===== src/design/wpt_pkg.sv =====
// Shared types, constants and helpers for the window peak and threshold statistics block.
// No dependencies; used by wpt_div, wpt_seq and the top level.
package wpt_pkg;

  localparam int unsigned CHR_W  = 8;
  localparam int unsigned POS_W  = 32;
  localparam int unsigned SCR_W  = 16;
  localparam int unsigned CNT_W  = 25;
  localparam int unsigned FRAC_W = 17;
  localparam int unsigned WS_W   = 25;
  localparam int unsigned CUT_W  = 15;
  localparam int unsigned OCNT_W = 7;
  localparam int unsigned DVD_W  = 42;
  localparam int unsigned DVS_W  = 25;
  localparam int unsigned DSTP_W = 6;

  localparam logic [WS_W-1:0]   WS_RESET  = 25'd100000;
  localparam logic [CUT_W-1:0]  CUT_RESET = 15'd2048;
  localparam logic [CNT_W-1:0]  CNT_MAX   = '1;
  localparam logic [OCNT_W-1:0] OUT_CAP   = 7'd64;
  localparam int                MAX_GAP_RESULTS_DEF = 64;

  typedef enum logic {
    REG_WINDOW_SIZE  = 1'b0,
    REG_SCORE_CUTOFF = 1'b1
  } reg_idx_e;

  typedef struct packed {
    logic             start;
    logic [DVD_W-1:0] dividend;
    logic [DVS_W-1:0] divisor;
  } div_req_t;

  typedef struct packed {
    logic             busy;
    logic [DVD_W-1:0] quot;
    logic [DVS_W-1:0] rem;
  } div_rsp_t;

  typedef struct packed {
    logic [CHR_W-1:0]        chrom;
    logic [POS_W-1:0]        wstart;
    logic [POS_W-1:0]        wend;
    logic                    has;
    logic signed [SCR_W-1:0] score;
    logic [POS_W-1:0]        pos;
    logic [FRAC_W-1:0]       frac;
    logic [CNT_W-1:0]        cnt;
    logic                    ovf;
  } res_t;

  // Window end: start + w - 1, clamped to a known length and to the last position.
  function automatic logic [POS_W-1:0] calc_win_end(input logic [33:0]      start,
                                                    input logic [WS_W-1:0]  w,
                                                    input logic [POS_W-1:0] len);
    logic [34:0] e;
    e = {1'b0, start} + {10'b0, w} - 35'd1;
    if (len != '0 && e > {3'b0, len}) e = {3'b0, len};
    if (e > 35'h0_FFFF_FFFF) e = 35'h0_FFFF_FFFF;
    return e[POS_W-1:0];
  endfunction

endpackage


===== src/design/wpt_div.sv =====
// Shared restoring divider, one quotient bit per cycle.
// Depends on wpt_pkg for widths and the request/response structs.
module wpt_div (
  input  logic               clk_i,
  input  logic               rst_ni,
  input  wpt_pkg::div_req_t  req_i,
  output wpt_pkg::div_rsp_t  rsp_o
);

  logic                            busy_q, busy_d;
  logic [wpt_pkg::DSTP_W-1:0]      cnt_q, cnt_d;
  logic [wpt_pkg::DVD_W-1:0]       quo_q, quo_d;
  logic [wpt_pkg::DVS_W-1:0]       rem_q, rem_d;
  logic [wpt_pkg::DVS_W-1:0]       dvs_q, dvs_d;
  logic [wpt_pkg::DVS_W:0]         trial;
  logic [wpt_pkg::DVS_W:0]         diff;
  logic                            ge;

  assign trial = {rem_q, quo_q[wpt_pkg::DVD_W-1]};
  assign ge    = trial >= {1'b0, dvs_q};
  assign diff  = trial - {1'b0, dvs_q};

  always_comb begin
    busy_d = busy_q;
    cnt_d  = cnt_q;
    quo_d  = quo_q;
    rem_d  = rem_q;
    dvs_d  = dvs_q;
    if (req_i.start) begin
      busy_d = 1'b1;
      cnt_d  = wpt_pkg::DSTP_W'(wpt_pkg::DVD_W - 1);
      quo_d  = req_i.dividend;
      rem_d  = '0;
      dvs_d  = req_i.divisor;
    end else if (busy_q) begin
      quo_d = {quo_q[wpt_pkg::DVD_W-2:0], ge};
      rem_d = ge ? diff[wpt_pkg::DVS_W-1:0] : trial[wpt_pkg::DVS_W-1:0];
      if (cnt_q == '0) busy_d = 1'b0;
      else cnt_d = cnt_q - 1'b1;
    end
  end

  always_ff @(posedge clk_i or negedge rst_ni) begin
    if (!rst_ni) begin
      busy_q <= 1'b0;
      cnt_q  <= '0;
      quo_q  <= '0;
      rem_q  <= '0;
      dvs_q  <= '0;
    end else begin
      busy_q <= busy_d;
      cnt_q  <= cnt_d;
      quo_q  <= quo_d;
      rem_q  <= rem_d;
      dvs_q  <= dvs_d;
    end
  end

  assign rsp_o.busy = busy_q;
  assign rsp_o.quot = quo_q;
  assign rsp_o.rem  = rem_q;

endmodule


===== src/design/wpt_seq.sv =====
// Sequencer and window state: site update, window close, empty-window walk, result hold
// and output register. Depends on wpt_pkg; drives the shared divider wpt_div.
module wpt_seq #(
  parameter int MAX_GAP_RESULTS = wpt_pkg::MAX_GAP_RESULTS_DEF
) (
  input  logic                              clk_i,
  input  logic                              rst_ni,
  input  logic [wpt_pkg::WS_W-1:0]          ws_i,
  input  logic [wpt_pkg::CUT_W-1:0]         cut_i,
  input  logic                              in_valid_i,
  output logic                              in_ready_o,
  input  logic                              operation_i,
  input  logic [wpt_pkg::CHR_W-1:0]         chrom_id_i,
  input  logic [wpt_pkg::POS_W-1:0]         chrom_length_i,
  input  logic [wpt_pkg::POS_W-1:0]         position_i,
  input  logic signed [wpt_pkg::SCR_W-1:0]  score_i,
  output logic                              out_valid_o,
  input  logic                              out_ready_i,
  output wpt_pkg::res_t                     res_o,
  output logic                              last_o,
  output wpt_pkg::div_req_t                 div_req_o,
  input  wpt_pkg::div_rsp_t                 div_rsp_i
);

  typedef enum logic [14:0] {
    S_IDLE     = 15'b000000000000001,
    S_START    = 15'b000000000000010,
    S_CUR      = 15'b000000000000100,
    S_CUR_DIV  = 15'b000000000001000,
    S_TRAIL    = 15'b000000000010000,
    S_TRAIL_DV = 15'b000000000100000,
    S_FLEND    = 15'b000000001000000,
    S_NEWCHR   = 15'b000000010000000,
    S_ADV      = 15'b000000100000000,
    S_ADV_DIV  = 15'b000001000000000,
    S_ADV_GAP  = 15'b000010000000000,
    S_GAP      = 15'b000100000000000,
    S_ADV_SET  = 15'b001000000000000,
    S_UPD      = 15'b010000000000000,
    S_FIN      = 15'b100000000000000
  } state_e;

  localparam logic [wpt_pkg::OCNT_W-1:0] MaxGap = wpt_pkg::OCNT_W'(MAX_GAP_RESULTS);

  state_e state_q, state_d, cret_q, cret_d, gret_q, gret_d;
  logic                              seen_q, seen_d;
  logic [wpt_pkg::CHR_W-1:0]         chr_q, chr_d;
  logic [wpt_pkg::POS_W-1:0]         len_q, len_d;
  logic [wpt_pkg::POS_W-1:0]         wfirst_q, wfirst_d, wlast_q, wlast_d;
  logic [wpt_pkg::SCR_W-1:0]         bmag_q, bmag_d;
  logic signed [wpt_pkg::SCR_W-1:0]  bscore_q, bscore_d;
  logic [wpt_pkg::POS_W-1:0]         bpos_q, bpos_d;
  logic [wpt_pkg::CNT_W-1:0]         above_q, above_d, sites_q, sites_d;
  logic                              op_q, op_d;
  logic [wpt_pkg::CHR_W-1:0]         id_q, id_d;
  logic [wpt_pkg::POS_W-1:0]         ilen_q, ilen_d, ipos_q, ipos_d;
  logic signed [wpt_pkg::SCR_W-1:0]  iscore_q, iscore_d;
  logic [wpt_pkg::OCNT_W-1:0]        ocnt_q, ocnt_d;
  logic [33:0]                       gbase_q, gbase_d;
  logic [32:0]                       gcnt_q, gcnt_d;
  logic [wpt_pkg::OCNT_W-1:0]        gbud_q, gbud_d, chgb_q, chgb_d, gj_q, gj_d;
  logic                              gover_q, gover_d;
  logic [wpt_pkg::POS_W-1:0]         glend_q, glend_d, afirst_q, afirst_d;
  logic                              hold_v_q, hold_v_d, out_v_q, out_v_d, last_q, last_d;
  wpt_pkg::res_t                     hold_q, hold_d, out_q, out_d;

  logic [wpt_pkg::WS_W-1:0]          w_eff;
  logic [wpt_pkg::SCR_W-1:0]         mag;
  logic [wpt_pkg::POS_W-1:0]         qpos, nq, e1;
  logic [32:0]                       base;
  logic [wpt_pkg::OCNT_W-1:0]        bud_left;
  logic                              can_emit, em_req;
  wpt_pkg::res_t                     em_res, empty_res;
  logic [1:0]                        reserve;
  logic [wpt_pkg::CNT_W-1:0]         abv_base;
  logic                              first_site;

  assign w_eff    = (ws_i == '0) ? wpt_pkg::WS_W'(1) : ws_i;
  assign mag      = iscore_q[wpt_pkg::SCR_W-1] ? wpt_pkg::SCR_W'(-iscore_q) : iscore_q;
  assign qpos     = (len_q != '0 && ipos_q > len_q) ? len_q : ipos_q;
  assign base     = {1'b0, wlast_q} + 33'd1;
  assign bud_left = (ocnt_q >= MaxGap) ? wpt_pkg::OCNT_W'(1) : MaxGap - ocnt_q;
  assign can_emit = !hold_v_q || !out_v_q || out_ready_i;
  assign first_site = (sites_q == '0);
  assign abv_base   = first_site ? '0 : above_q;

  // Budget for the trailing run on a chromosome change: keep room for the new one's gap.
  assign e1 = wpt_pkg::calc_win_end(34'd1, w_eff, ilen_q);
  assign nq = (ilen_q != '0 && ipos_q > ilen_q) ? ilen_q : ipos_q;
  always_comb begin
    reserve = 2'd0;
    if (nq > e1) reserve = ((nq - e1 - 32'd1) < {7'b0, w_eff}) ? 2'd1 : 2'd2;
  end

  always_comb begin
    empty_res        = '0;
    empty_res.chrom  = chr_q;
    empty_res.wstart = wfirst_q;
    empty_res.wend   = wlast_q;
  end

  always_comb begin
    logic [7:0] b;
    state_d = state_q;  cret_d = cret_q;  gret_d = gret_q;
    seen_d = seen_q;    chr_d = chr_q;    len_d = len_q;
    wfirst_d = wfirst_q; wlast_d = wlast_q;
    bmag_d = bmag_q;    bscore_d = bscore_q; bpos_d = bpos_q;
    above_d = above_q;  sites_d = sites_q;
    op_d = op_q; id_d = id_q; ilen_d = ilen_q; ipos_d = ipos_q; iscore_d = iscore_q;
    ocnt_d = ocnt_q;
    gbase_d = gbase_q; gcnt_d = gcnt_q; gbud_d = gbud_q; chgb_d = chgb_q; gj_d = gj_q;
    gover_d = gover_q; glend_d = glend_q; afirst_d = afirst_q;
    hold_v_d = hold_v_q; hold_d = hold_q;
    out_v_d = out_v_q;  out_d = out_q;   last_d = last_q;
    em_req = 1'b0;
    em_res = empty_res;
    div_req_o = '0;
    div_req_o.divisor = w_eff;
    b = 8'd0;

    if (out_ready_i) out_v_d = 1'b0;

    case (state_q)
      S_IDLE: begin
        if (in_valid_i) begin
          op_d = operation_i; id_d = chrom_id_i; ilen_d = chrom_length_i;
          ipos_d = position_i; iscore_d = score_i;
          ocnt_d = '0;
          state_d = S_START;
        end
      end
      S_START: begin
        if (op_q) begin
          cret_d  = S_TRAIL;
          state_d = seen_q ? S_CUR : S_FIN;
        end else if (!seen_q) begin
          seen_d = 1'b1;
          state_d = S_NEWCHR;
        end else if (id_q != chr_q) begin
          b = 8'(MAX_GAP_RESULTS) - 8'd1 - {6'b0, reserve};
          chgb_d = ($signed(b) < 8'sd1) ? wpt_pkg::OCNT_W'(1) : b[wpt_pkg::OCNT_W-1:0];
          cret_d  = S_TRAIL;
          state_d = S_CUR;
        end else if (qpos <= wlast_q) begin
          state_d = S_UPD;
        end else begin
          state_d = S_ADV;
        end
      end
      S_CUR: begin
        if (first_site) begin
          em_req = 1'b1;
          if (can_emit) begin
            bmag_d = '0; bscore_d = '0; bpos_d = '0; above_d = '0; sites_d = '0;
            state_d = cret_q;
          end
        end else begin
          div_req_o.start    = 1'b1;
          div_req_o.dividend = {above_q, 16'b0} + {17'b0, sites_q >> 1};
          div_req_o.divisor  = sites_q;
          state_d = S_CUR_DIV;
        end
      end
      S_CUR_DIV: begin
        em_res.has   = 1'b1;
        em_res.score = bscore_q;
        em_res.pos   = bpos_q;
        em_res.frac  = div_rsp_i.quot[wpt_pkg::FRAC_W-1:0];
        em_res.cnt   = sites_q;
        if (!div_rsp_i.busy) begin
          em_req = 1'b1;
          if (can_emit) begin
            bmag_d = '0; bscore_d = '0; bpos_d = '0; above_d = '0; sites_d = '0;
            state_d = cret_q;
          end
        end
      end
      S_TRAIL: begin
        gbud_d = op_q ? bud_left : chgb_q;
        gret_d = op_q ? S_FLEND : S_NEWCHR;
        if (len_q != '0 && len_q > wlast_q) begin
          div_req_o.start    = 1'b1;
          div_req_o.dividend = {10'b0, len_q - base[wpt_pkg::POS_W-1:0]};
          state_d = S_TRAIL_DV;
        end else begin
          state_d = op_q ? S_FLEND : S_NEWCHR;
        end
      end
      S_TRAIL_DV: begin
        if (!div_rsp_i.busy) begin
          gbase_d = {1'b0, base};
          gcnt_d  = {1'b0, div_rsp_i.quot[wpt_pkg::POS_W-1:0]} + 33'd1;
          gover_d = ({1'b0, div_rsp_i.quot[wpt_pkg::POS_W-1:0]} + 33'd1) > {26'b0, gbud_q};
          glend_d = wpt_pkg::calc_win_end({2'b0, len_q - {7'b0, div_rsp_i.rem}},
                                          w_eff, len_q);
          gj_d    = '0;
          state_d = S_GAP;
        end
      end
      S_FLEND: begin
        seen_d = 1'b0;
        chr_d = '0; len_d = '0; wfirst_d = 32'd1;
        wlast_d = wpt_pkg::calc_win_end(34'd1, w_eff, '0);
        state_d = S_FIN;
      end
      S_NEWCHR: begin
        chr_d = id_q; len_d = ilen_q; wfirst_d = 32'd1;
        wlast_d = wpt_pkg::calc_win_end(34'd1, w_eff, ilen_q);
        bmag_d = '0; bscore_d = '0; bpos_d = '0; above_d = '0; sites_d = '0;
        state_d = S_ADV;
      end
      S_ADV: begin
        if (qpos <= wlast_q) begin
          state_d = S_UPD;
        end else begin
          div_req_o.start    = 1'b1;
          div_req_o.dividend = {10'b0, qpos - base[wpt_pkg::POS_W-1:0]};
          state_d = S_ADV_DIV;
        end
      end
      S_ADV_DIV: begin
        if (!div_rsp_i.busy) begin
          gcnt_d   = {1'b0, div_rsp_i.quot[wpt_pkg::POS_W-1:0]};
          afirst_d = qpos - {7'b0, div_rsp_i.rem};
          cret_d   = S_ADV_GAP;
          state_d  = S_CUR;
        end
      end
      S_ADV_GAP: begin
        gbase_d = {1'b0, base};
        gbud_d  = bud_left;
        gover_d = gcnt_q > {26'b0, bud_left};
        glend_d = wpt_pkg::calc_win_end({2'b0, afirst_q} - {9'b0, w_eff}, w_eff, len_q);
        gj_d    = '0;
        gret_d  = S_ADV_SET;
        state_d = S_GAP;
      end
      S_GAP: begin
        em_res.wstart = gbase_q[wpt_pkg::POS_W-1:0];
        em_res.wend   = wpt_pkg::calc_win_end(gbase_q, w_eff, len_q);
        if (!gover_q && {26'b0, gj_q} == gcnt_q) begin
          state_d = gret_q;
        end else if (gover_q && (gj_q + 7'd1) == gbud_q) begin
          // collapsed tail of a long empty run
          em_res.wend = glend_q;
          em_res.ovf  = 1'b1;
          em_req = 1'b1;
          if (can_emit) state_d = gret_q;
        end else begin
          em_req = 1'b1;
          if (can_emit) begin
            gj_d    = gj_q + 7'd1;
            gbase_d = gbase_q + {9'b0, w_eff};
          end
        end
      end
      S_ADV_SET: begin
        wfirst_d = afirst_q;
        wlast_d  = wpt_pkg::calc_win_end({2'b0, afirst_q}, w_eff, len_q);
        state_d  = S_UPD;
      end
      S_UPD: begin
        if (first_site || mag > bmag_q) begin
          bmag_d = mag; bscore_d = iscore_q; bpos_d = ipos_q;
        end
        above_d = (mag > {1'b0, cut_i} && abv_base != wpt_pkg::CNT_MAX) ?
                  abv_base + 1'b1 : abv_base;
        if (sites_q != wpt_pkg::CNT_MAX) sites_d = sites_q + 1'b1;
        state_d = S_FIN;
      end
      S_FIN: begin
        if (!hold_v_q) begin
          state_d = S_IDLE;
        end else if (!out_v_q || out_ready_i) begin
          out_d = hold_q; last_d = 1'b1; out_v_d = 1'b1;
          hold_v_d = 1'b0;
          state_d = S_IDLE;
        end
      end
      default: state_d = S_IDLE;
    endcase

    // Results pass through a one-beat hold so the final one can carry last.
    if (em_req && can_emit && ocnt_q != wpt_pkg::OUT_CAP) begin
      if (hold_v_q) begin
        out_d = hold_q; last_d = 1'b0; out_v_d = 1'b1;
      end
      hold_d   = em_res;
      hold_v_d = 1'b1;
      ocnt_d   = ocnt_q + 1'b1;
    end
  end

  always_ff @(posedge clk_i or negedge rst_ni) begin
    if (!rst_ni) begin
      state_q <= S_IDLE; cret_q <= S_IDLE; gret_q <= S_IDLE;
      seen_q <= 1'b0; chr_q <= '0; len_q <= '0;
      wfirst_q <= 32'd1; wlast_q <= 32'(wpt_pkg::WS_RESET);
      bmag_q <= '0; bscore_q <= '0; bpos_q <= '0; above_q <= '0; sites_q <= '0;
      ocnt_q <= '0; hold_v_q <= 1'b0; out_v_q <= 1'b0;
    end else begin
      state_q <= state_d; cret_q <= cret_d; gret_q <= gret_d;
      seen_q <= seen_d; chr_q <= chr_d; len_q <= len_d;
      wfirst_q <= wfirst_d; wlast_q <= wlast_d;
      bmag_q <= bmag_d; bscore_q <= bscore_d; bpos_q <= bpos_d;
      above_q <= above_d; sites_q <= sites_d;
      ocnt_q <= ocnt_d; hold_v_q <= hold_v_d; out_v_q <= out_v_d;
    end
  end

  always_ff @(posedge clk_i) begin
    op_q <= op_d; id_q <= id_d; ilen_q <= ilen_d; ipos_q <= ipos_d; iscore_q <= iscore_d;
    gbase_q <= gbase_d; gcnt_q <= gcnt_d; gbud_q <= gbud_d; chgb_q <= chgb_d;
    gj_q <= gj_d; gover_q <= gover_d; glend_q <= glend_d; afirst_q <= afirst_d;
    hold_q <= hold_d; out_q <= out_d; last_q <= last_d;
  end

  assign in_ready_o  = (state_q == S_IDLE);
  assign out_valid_o = out_v_q;
  assign res_o       = out_q;
  assign last_o      = last_q;

  a_idle_no_hold: assert property (@(posedge clk_i) disable iff (!rst_ni)
    state_q == S_IDLE |-> !hold_v_q) else $error("result left in hold while idle");

  a_ocnt_cap: assert property (@(posedge clk_i) disable iff (!rst_ni)
    ocnt_q <= wpt_pkg::OUT_CAP) else $error("result count beyond cap");

  a_unseen_empty: assert property (@(posedge clk_i) disable iff (!rst_ni)
    (state_q == S_IDLE && !seen_q) |-> sites_q == '0) else $error("stale sites");

  a_win_order: assert property (@(posedge clk_i) disable iff (!rst_ni)
    state_q == S_IDLE |-> wfirst_q <= wlast_q) else $error("window start after end");

  a_div_wait: assert property (@(posedge clk_i) disable iff (!rst_ni)
    div_req_o.start |=> div_rsp_i.busy) else $error("divider did not start");

endmodule


===== src/design/window_peak_and_threshold_stats_top.sv =====
// Top level of the window peak and threshold statistics block: config registers and
// instances of wpt_seq and wpt_div. Depends on wpt_pkg.
//
//   channel  | direction | handshake                  | payload
//   ---------+-----------+----------------------------+---------------------------------
//   config   | in        | cfg_we_i                   | cfg_addr_i, cfg_wdata_i
//   site in  | in        | in_valid_i / in_ready_o    | operation, chrom, length, pos, score
//   result   | out       | out_valid_o / out_ready_i  | window record fields, last_o
//
// A site that stays in the open window passes through accept, decode, update and finish.
// Closing a window with sites runs start, 42 steps of the shared divider and the result.
// Moving past the window end or ending a chromosome of known length runs the divider
// again for the window count, then one empty-window result per cycle unless output stalls.
// Output back-pressure stalls the sequencer.
// Reset is asynchronous and active low; no clearing pass follows it.
module window_peak_and_threshold_stats_top #(
  parameter int MAX_GAP_RESULTS = wpt_pkg::MAX_GAP_RESULTS_DEF
) (
  input  logic                              clk_i,
  input  logic                              rst_ni,
  input  logic                              cfg_we_i,
  input  logic                              cfg_addr_i,
  input  logic [wpt_pkg::WS_W-1:0]          cfg_wdata_i,
  input  logic                              in_valid_i,
  output logic                              in_ready_o,
  input  logic                              operation_i,
  input  logic [wpt_pkg::CHR_W-1:0]         chrom_id_i,
  input  logic [wpt_pkg::POS_W-1:0]         chrom_length_i,
  input  logic [wpt_pkg::POS_W-1:0]         position_i,
  input  logic signed [wpt_pkg::SCR_W-1:0]  score_i,
  output logic                              out_valid_o,
  input  logic                              out_ready_i,
  output logic [wpt_pkg::CHR_W-1:0]         out_chrom_o,
  output logic [wpt_pkg::POS_W-1:0]         win_start_o,
  output logic [wpt_pkg::POS_W-1:0]         win_end_o,
  output logic                              has_sites_o,
  output logic signed [wpt_pkg::SCR_W-1:0]  extreme_score_o,
  output logic [wpt_pkg::POS_W-1:0]         extreme_position_o,
  output logic [wpt_pkg::FRAC_W-1:0]        above_fraction_o,
  output logic [wpt_pkg::CNT_W-1:0]         site_count_o,
  output logic                              gap_overflow_o,
  output logic                              last_o
);

  logic [wpt_pkg::WS_W-1:0]  ws_q;
  logic [wpt_pkg::CUT_W-1:0] cut_q;
  wpt_pkg::res_t             res;
  wpt_pkg::div_req_t         div_req;
  wpt_pkg::div_rsp_t         div_rsp;

  always_ff @(posedge clk_i or negedge rst_ni) begin
    if (!rst_ni) begin
      ws_q  <= wpt_pkg::WS_RESET;
      cut_q <= wpt_pkg::CUT_RESET;
    end else if (cfg_we_i) begin
      case (wpt_pkg::reg_idx_e'(cfg_addr_i))
        wpt_pkg::REG_WINDOW_SIZE:  ws_q  <= cfg_wdata_i;
        wpt_pkg::REG_SCORE_CUTOFF: cut_q <= cfg_wdata_i[wpt_pkg::CUT_W-1:0];
        default: ;
      endcase
    end
  end

  wpt_div u_div (
    .clk_i  (clk_i),
    .rst_ni (rst_ni),
    .req_i  (div_req),
    .rsp_o  (div_rsp)
  );

  wpt_seq #(
    .MAX_GAP_RESULTS(MAX_GAP_RESULTS)
  ) u_seq (
    .clk_i          (clk_i),
    .rst_ni         (rst_ni),
    .ws_i           (ws_q),
    .cut_i          (cut_q),
    .in_valid_i     (in_valid_i),
    .in_ready_o     (in_ready_o),
    .operation_i    (operation_i),
    .chrom_id_i     (chrom_id_i),
    .chrom_length_i (chrom_length_i),
    .position_i     (position_i),
    .score_i        (score_i),
    .out_valid_o    (out_valid_o),
    .out_ready_i    (out_ready_i),
    .res_o          (res),
    .last_o         (last_o),
    .div_req_o      (div_req),
    .div_rsp_i      (div_rsp)
  );

  assign out_chrom_o        = res.chrom;
  assign win_start_o        = res.wstart;
  assign win_end_o          = res.wend;
  assign has_sites_o        = res.has;
  assign extreme_score_o    = res.score;
  assign extreme_position_o = res.pos;
  assign above_fraction_o   = res.frac;
  assign site_count_o       = res.cnt;
  assign gap_overflow_o     = res.ovf;

endmodule

===== config.mk =====
export PLATFORM = sky130hd
export DESIGN_NAME = window_peak_and_threshold_stats_top
export DESIGN_NICKNAME = d
export VERILOG_FILES = /design/src/design/wpt_pkg.sv /design/src/design/wpt_div.sv /design/src/design/wpt_seq.sv /design/src/design/window_peak_and_threshold_stats_top.sv
export SDC_FILE = /design/constraint.sdc
export NUM_CORES = 2
export LEC_CHECK = 0
export BUFFER_PORTS_ARGS = -buffer_cell sky130_fd_sc_hd__buf_2
export CORE_MARGIN = 2
export CORE_UTILIZATION = 30
export DETAILED_ROUTE_END_ITERATION = 6
export PLACE_DENSITY_LB_ADDON = 0.12
export SLEW_MARGIN = 10
export SYNTH_ARGS = -nofsm -noshare
export SYNTH_HDL_FRONTEND = slang
export SYNTH_SLANG_ARGS = --single-unit

===== constraint.sdc =====
create_clock -name clk_i -period 22.5 [get_ports clk_i]
set_input_delay 3.375 -clock clk_i [delete_from_list [all_inputs] [get_ports clk_i]]
set_output_delay 3.375 -clock clk_i [all_outputs]
set_load 0.03 [all_outputs]

# Word-level counts from Yosys, hierarchy flattened
# Cells that the tools add are included.
[totals] ff_bits=983 input_bits=120 out_inout_bits=167 word_cells=360
[op_classes] addsub=30 order_cmp=25 n_eq_ne=38 mux=150 n_bitwise=4 reduce_logical=58
[ops] operator="$mux 164" count=5
[ops] operator="$mux 32" count=16
[ops] operator="$mux 35" count=11
[ops] operator="$mux 25" count=14
[ops] operator="$mux 15" count=20
[ops] operator="$gt 35x32->1 const B" count=7
[ops] operator="$pmux 15 s14" count=1
[ops] operator="$pmux 25 s4" count=2
[ops] operator="$pmux 32 s2" count=3
[ops] operator="$gt 35x32->1" count=5
[ops] operator="$mux 16" count=9
[ops] operator="$sub 35x1->35 const B" count=4
[ops] operator="$mux 34" count=4
[ops] operator="$pmux 43 s3" count=1
[ops] operator="$gt 32x32->1" count=4
[ops] operator="$pmux 16 s4" count=2
[ops] operator="$pmux 32 s4" count=1
[ops] operator="$pmux 34 s3" count=1
[ops] operator="$pmux 32 s3" count=1
[ops] operator="$sub 32x32->32" count=3
[ops] operator="$mux 91" count=1
[ops] operator="$mux 43" count=2
[ops] operator="$mux 42" count=2
[ops] operator="$add 34x25->35" count=2
[ops] operator="80 further kinds" count=184

# Logic depth before layout (Yosys ltp)
[depth] ltp_word=16 depth_mapped=45 mapped_depth_nobuf=44

# By module
# Synthesis repeated with hierarchy kept, for this count alone.
[unflattened] hier_cells=7685 area_unflattened_um2=72027.8
[modules_own_cells] mod="wpt_seq" instances=1 cells_each=6974 area_per_inst_um2=64697.0 seq_area_each_um2=23239.8
[modules_own_cells] mod="wpt_div" instances=1 cells_each=625 area_per_inst_um2=5713.0 seq_area_each_um2=2477.4
[modules_own_cells] mod="window_peak_and_threshold_stats_top" instances=1 cells_each=86 area_per_inst_um2=1617.8 seq_area_each_um2=1009.7

# Worst setup path before layout
# No wires, ideal clock.
[synth_timing] path_kind="input to register" start="input out_ready_i" end="register with a tool-made name" setup_ps=167 arrival_ps=9181 t_required_ps=22333 path_slack_ps=13152 path_stages=7 n_path_buf=1 path_cell_list="nand2b_1 -> nor2_1 -> nor3_1 -> o21ai_0 -> a21oi_1 -> clkbuf_1 -> and2_1"
[synth_lines] item="start: declaration" line="window_peak_and_threshold_stats_top.sv:32" rtl="input logic out_ready_i,"

# Worst setup path in the final report
[layout_timing] start="register ws_q[23] (netlist bit)" end="register u_seq.glend_q[12] (netlist bit), data pin"
[layout_via] elab_chain_len=13 word_cells_on_any_way=22 classes_between="add/sub (5); order compare (4); mux (10); reduce/logical (3)"
[layout_rtl] item="start: declaration" line="window_peak_and_threshold_stats_top.sv:45" rtl="logic [wpt_pkg::WS_W-1:0] ws_q;"
[layout_rtl] item="start signal: assignment" line="window_peak_and_threshold_stats_top.sv:53" rtl="ws_q <= wpt_pkg::WS_RESET;"
[layout_rtl] item="start signal: assignment" line="window_peak_and_threshold_stats_top.sv:57" rtl="wpt_pkg::REG_WINDOW_SIZE: ws_q <= cfg_wdata_i;"
[layout_rtl] item="$logic_not 25->1" line="wpt_seq.sv:78" rtl="assign w_eff = (ws_i == '0) ? wpt_pkg::WS_W'(1) : ws_i;"
[layout_rtl] item="$mux 25 (*)" line="wpt_seq.sv:78"
[layout_rtl] item="parallel branches: the longest is 10 deep, another holds $add 34x25->35"
[layout_rtl] item="$pmux 32 s2 (*)" line="wpt_seq.sv:123" rtl="case (state_q)"
[layout_rtl] item="net u_seq.glend_d (one bit)" line="wpt_seq.sv:63" rtl="logic [wpt_pkg::POS_W-1:0] glend_q, glend_d, afirst_q, afirst_d;"
[layout_rtl] item="end signal: assignment" line="wpt_seq.sv:314" rtl="gj_q <= gj_d; gover_q <= gover_d; glend_q <= glend_d; afirst_q <= afirst_d;"
[layout_rtl] item="end: declaration" line="wpt_seq.sv:63"
# Mark *: on every way through the listed nets, which the timed path passes. The select of a mux whose other input is x is not followed.
# A chain may end at the register's enable or synchronous reset.

==> flow_metrics.env <==
export IMPL_drtIter0Drc=6601
export IMPL_hold_depth=1
export IMPL_cts_tree="built"
export IMPL_portBuffers=286
export IMPL_avgSynthCellArea_um2=9.383
export IMPL_cp_top_family="compound AO/OA/AOI/OAI gates"
export IMPL_period_minus_slack_ns=11.17
export IMPL_holdBufCountCts=0
export IMPL_crit_arrival_ns=11.66
export IMPL_wl_mm=328.3
export IMPL_finalClockSkew_ns=0.06980
export IMPL_final_common_cell="ha_1"
export IMPL_layout_common_cells="ha_1 (791), edfxtp_1 (566), nand2_1 (544)"
export IMPL_clkSinkCount=954
export IMPL_tns_ns=0
export IMPL_slew_headroom_pct=7.272
export IMPL_htree_levels=3
export IMPL_start_util_pct=30.15
export IMPL_cts_path_max_buffers=3
export IMPL_critical_path_class="flip-flop to flip-flop"
export IMPL_rsz0062_at_grt="no"
export IMPL_synth_warning_count=0
export IMPL_postCtsSetupBuffers=0
export IMPL_grt_max_degree=89
export IMPL_avgViaCountPerCell=5.543
export IMPL_ant_nets=0
export IMPL_critPathSlowestCell="nor4_1"
export IMPL_clk_pin_slew_ns=0.06
export IMPL_grt_ovfl_total=0
export IMPL_grt_pass1_wl_mm=458.5
export IMPL_cts_resized=0
export IMPL_drv_slew=0
export IMPL_hp_class="flip-flop to flip-flop"
export IMPL_powerDensity_nw_per_um2=195.2
export IMPL_wl_per_cell_um=29.62
export IMPL_drc=0
export IMPL_worstRegToRegCells=35
export IMPL_setup_viol=0
export IMPL_synth_seq_cells=954
export IMPL_cts_inserted_buffers=120
export IMPL_p_leak_nw=32.99
export IMPL_gp_congestion=0.9977
export IMPL_cp_num_cells=35
export IMPL_ys_types=108
export IMPL_setup_worst_path_end_class="flip-flop"
export IMPL_antenna_found_initial=27
export IMPL_die_area_um2=240000
export IMPL_nNetsFinal=8736
export IMPL_fp_dieH_um=489.9
export IMPL_status="finished, final reports clean"
export IMPL_hold_violations=0
export IMPL_maxCapViolations=0
export IMPL_start_kind="flip-flop"
export IMPL_clk_insertion_delay_late_ns=0.83
export IMPL_drive_gt1_share_pct=10.32
export IMPL_cp_slowest_stage_delay_ns=1.19
export IMPL_dr_total_vias=61420
export IMPL_max_freq_mhz=89.52
export IMPL_worst_path_buf_inv=2
export IMPL_place_ws_ns=11.54
export IMPL_syn_area_um2=70830
export IMPL_grt_pass1_vias=59600
export IMPL_async_flop_share_pct=40.67
export IMPL_worst_slack_ns=11.33
export IMPL_io_pins=287
export IMPL_firstDrtPassIters=6
export IMPL_syn_instance_count=7549
export IMPL_core_area_um2=235000
export IMPL_period_share_pct=49.65
export IMPL_num_rows=178
export IMPL_synth_edff_count=566
export IMPL_crit_fanout=21
export IMPL_grtUsageTotal_pct=26.50
export IMPL_syn_to_final_growth_pct=13.98
export IMPL_root_buffer="clkbuf_16"
export IMPL_ys_seq_area_share_pct=37.73
export IMPL_worst_pin_slew_ns=1.376
export IMPL_ys_flop_type="edfxtp_1"
export IMPL_irDropWorstVdd_mv=0.2412
export IMPL_place_hpwl_mm=260.0
export IMPL_critical_path_required_ns=22.99
export IMPL_fp_dieW_um=489.9
cells by family (layout without fill, tap and decap cells):
logic type / after synthesis / in the layout / share of synthesized area (%)
buffers and inverters: 815 / 1178 / 4.398
XOR/XNOR: 512 / 512 / 6.341
other: 1 / 20 / 0.005294
flip-flops: 954 / 954 / 37.73
adder cells (fa/ha/maj): 804 / 804 / 14.34
multiplexers: 212 / 212 / 3.105
AO/OA/AOI/OAI: 1937 / 1937 / 17.56
AND/OR/NAND/NOR: 2314 / 2314 / 16.52
final cells by class:
| class | count | area [µm²] |
|---|---|---|
| antenna | 13 | 32.53 |
| clock buffer | 150 | 3248 |
| clock inverter | 78 | 1030 |
| fill | 24050 | 154200 |
| inverter | 511 | 1926 |
| multi-input combinational | 5786 | 41230 |
| sequential | 954 | 26730 |
| tap | 3150 | 3941 |
| timing repair buffer | 439 | 2603 |
where the power goes:
group,internal (mW),switching [mW],total (mW)
Clock,1.25,0.887,2.13
Combinational,4.08,6.91,11.0
Sequential,2.27,0.366,2.64
Total,7.59,8.16,15.8
layer usage:
| metal | part of all wire (%) | global-route usage [%] | wire length, µm | vias to the layer above |
|---|---|---|---|---|
| met2 | 44 | 40.75 | 143700 | 2241 |
| met3 | 6.8 | 4.043 | 22230 | 413 |
| met1 | 46 | 37.46 | 149400 | 30810 |
| met5 | 0.017 | 0 | 55 | - |
| li1 | - | - | - | 27950 |
| met4 | 3.9 | 9.540 | 12930 | 8 |
through the flow:
step	util [%]	total power [mW]	std cells	area, µm²	hold slack (ns)
floorplan	-	9.816	7555	70860	0.4388
global placement	32.53	13.32	10840	76430	0.4668
detailed placement	32.53	13.37	10840	76430	0.4703
CTS	34.35	15.58	11070	80700	0.4856
global route	34.35	16.75	11070	80710	0.5041
finish	34.36	15.76	11080	80740	0.4865
cell usage after synthesis, types with 21 or more instances:
cell type,instances,area [µm²]
nor3b_1,27,202.7
o21bai_1,46,345.3
mux2i_1,153,1531
a211oi_1,78,585.6
a21o_1,169,1269
nor2_1,502,1884
o22ai_1,36,225.2
o21a_1,83,623.1
nand2b_1,100,625.6
mux2_2,58,653.1
o221ai_1,25,219.0
nor4_1,65,406.6
o211ai_1,33,247.7
and2_1,287,1795
or3_1,80,500.5
and3_1,51,319.1
a22o_1,109,954.7
a21oi_1,495,2477
edfxtp_1,566,17000
or2_2,26,162.7
nor2b_1,119,744.5
nand3_1,148,740.7
inv_1,506,1899
xor2_1,156,1366
dfrtp_1,371,9284
a222oi_1,21,210.2
clkbuf_1,270,1013
nand2_1,546,2049
o21ai_0,503,2517
a31oi_1,61,381.6
nor3_1,156,780.8
a22oi_1,50,375.4
ha_1,791,9897
nand4_1,128,800.8
xnor2_1,355,3109
o31ai_1,28,210.2
worst paths after layout:
kind,startpoint,to,slack (ns)
worst max register to register,ws_q[23],u_seq.glend_q[12],11.33
worst min register to register,u_seq.cret_q[0],u_seq.cret_q[0],0.49
worst min-delay path,u_seq.cret_q[0],u_seq.cret_q[0],0.49
worst max-delay path,ws_q[23],u_seq.glend_q[12],11.33
max in group asynchronous,rst_ni,u_seq.len_q[16],17.82
min in group asynchronous,rst_ni,u_seq.bscore_q[5],2.56
Power figures use the tool's default switching activity.
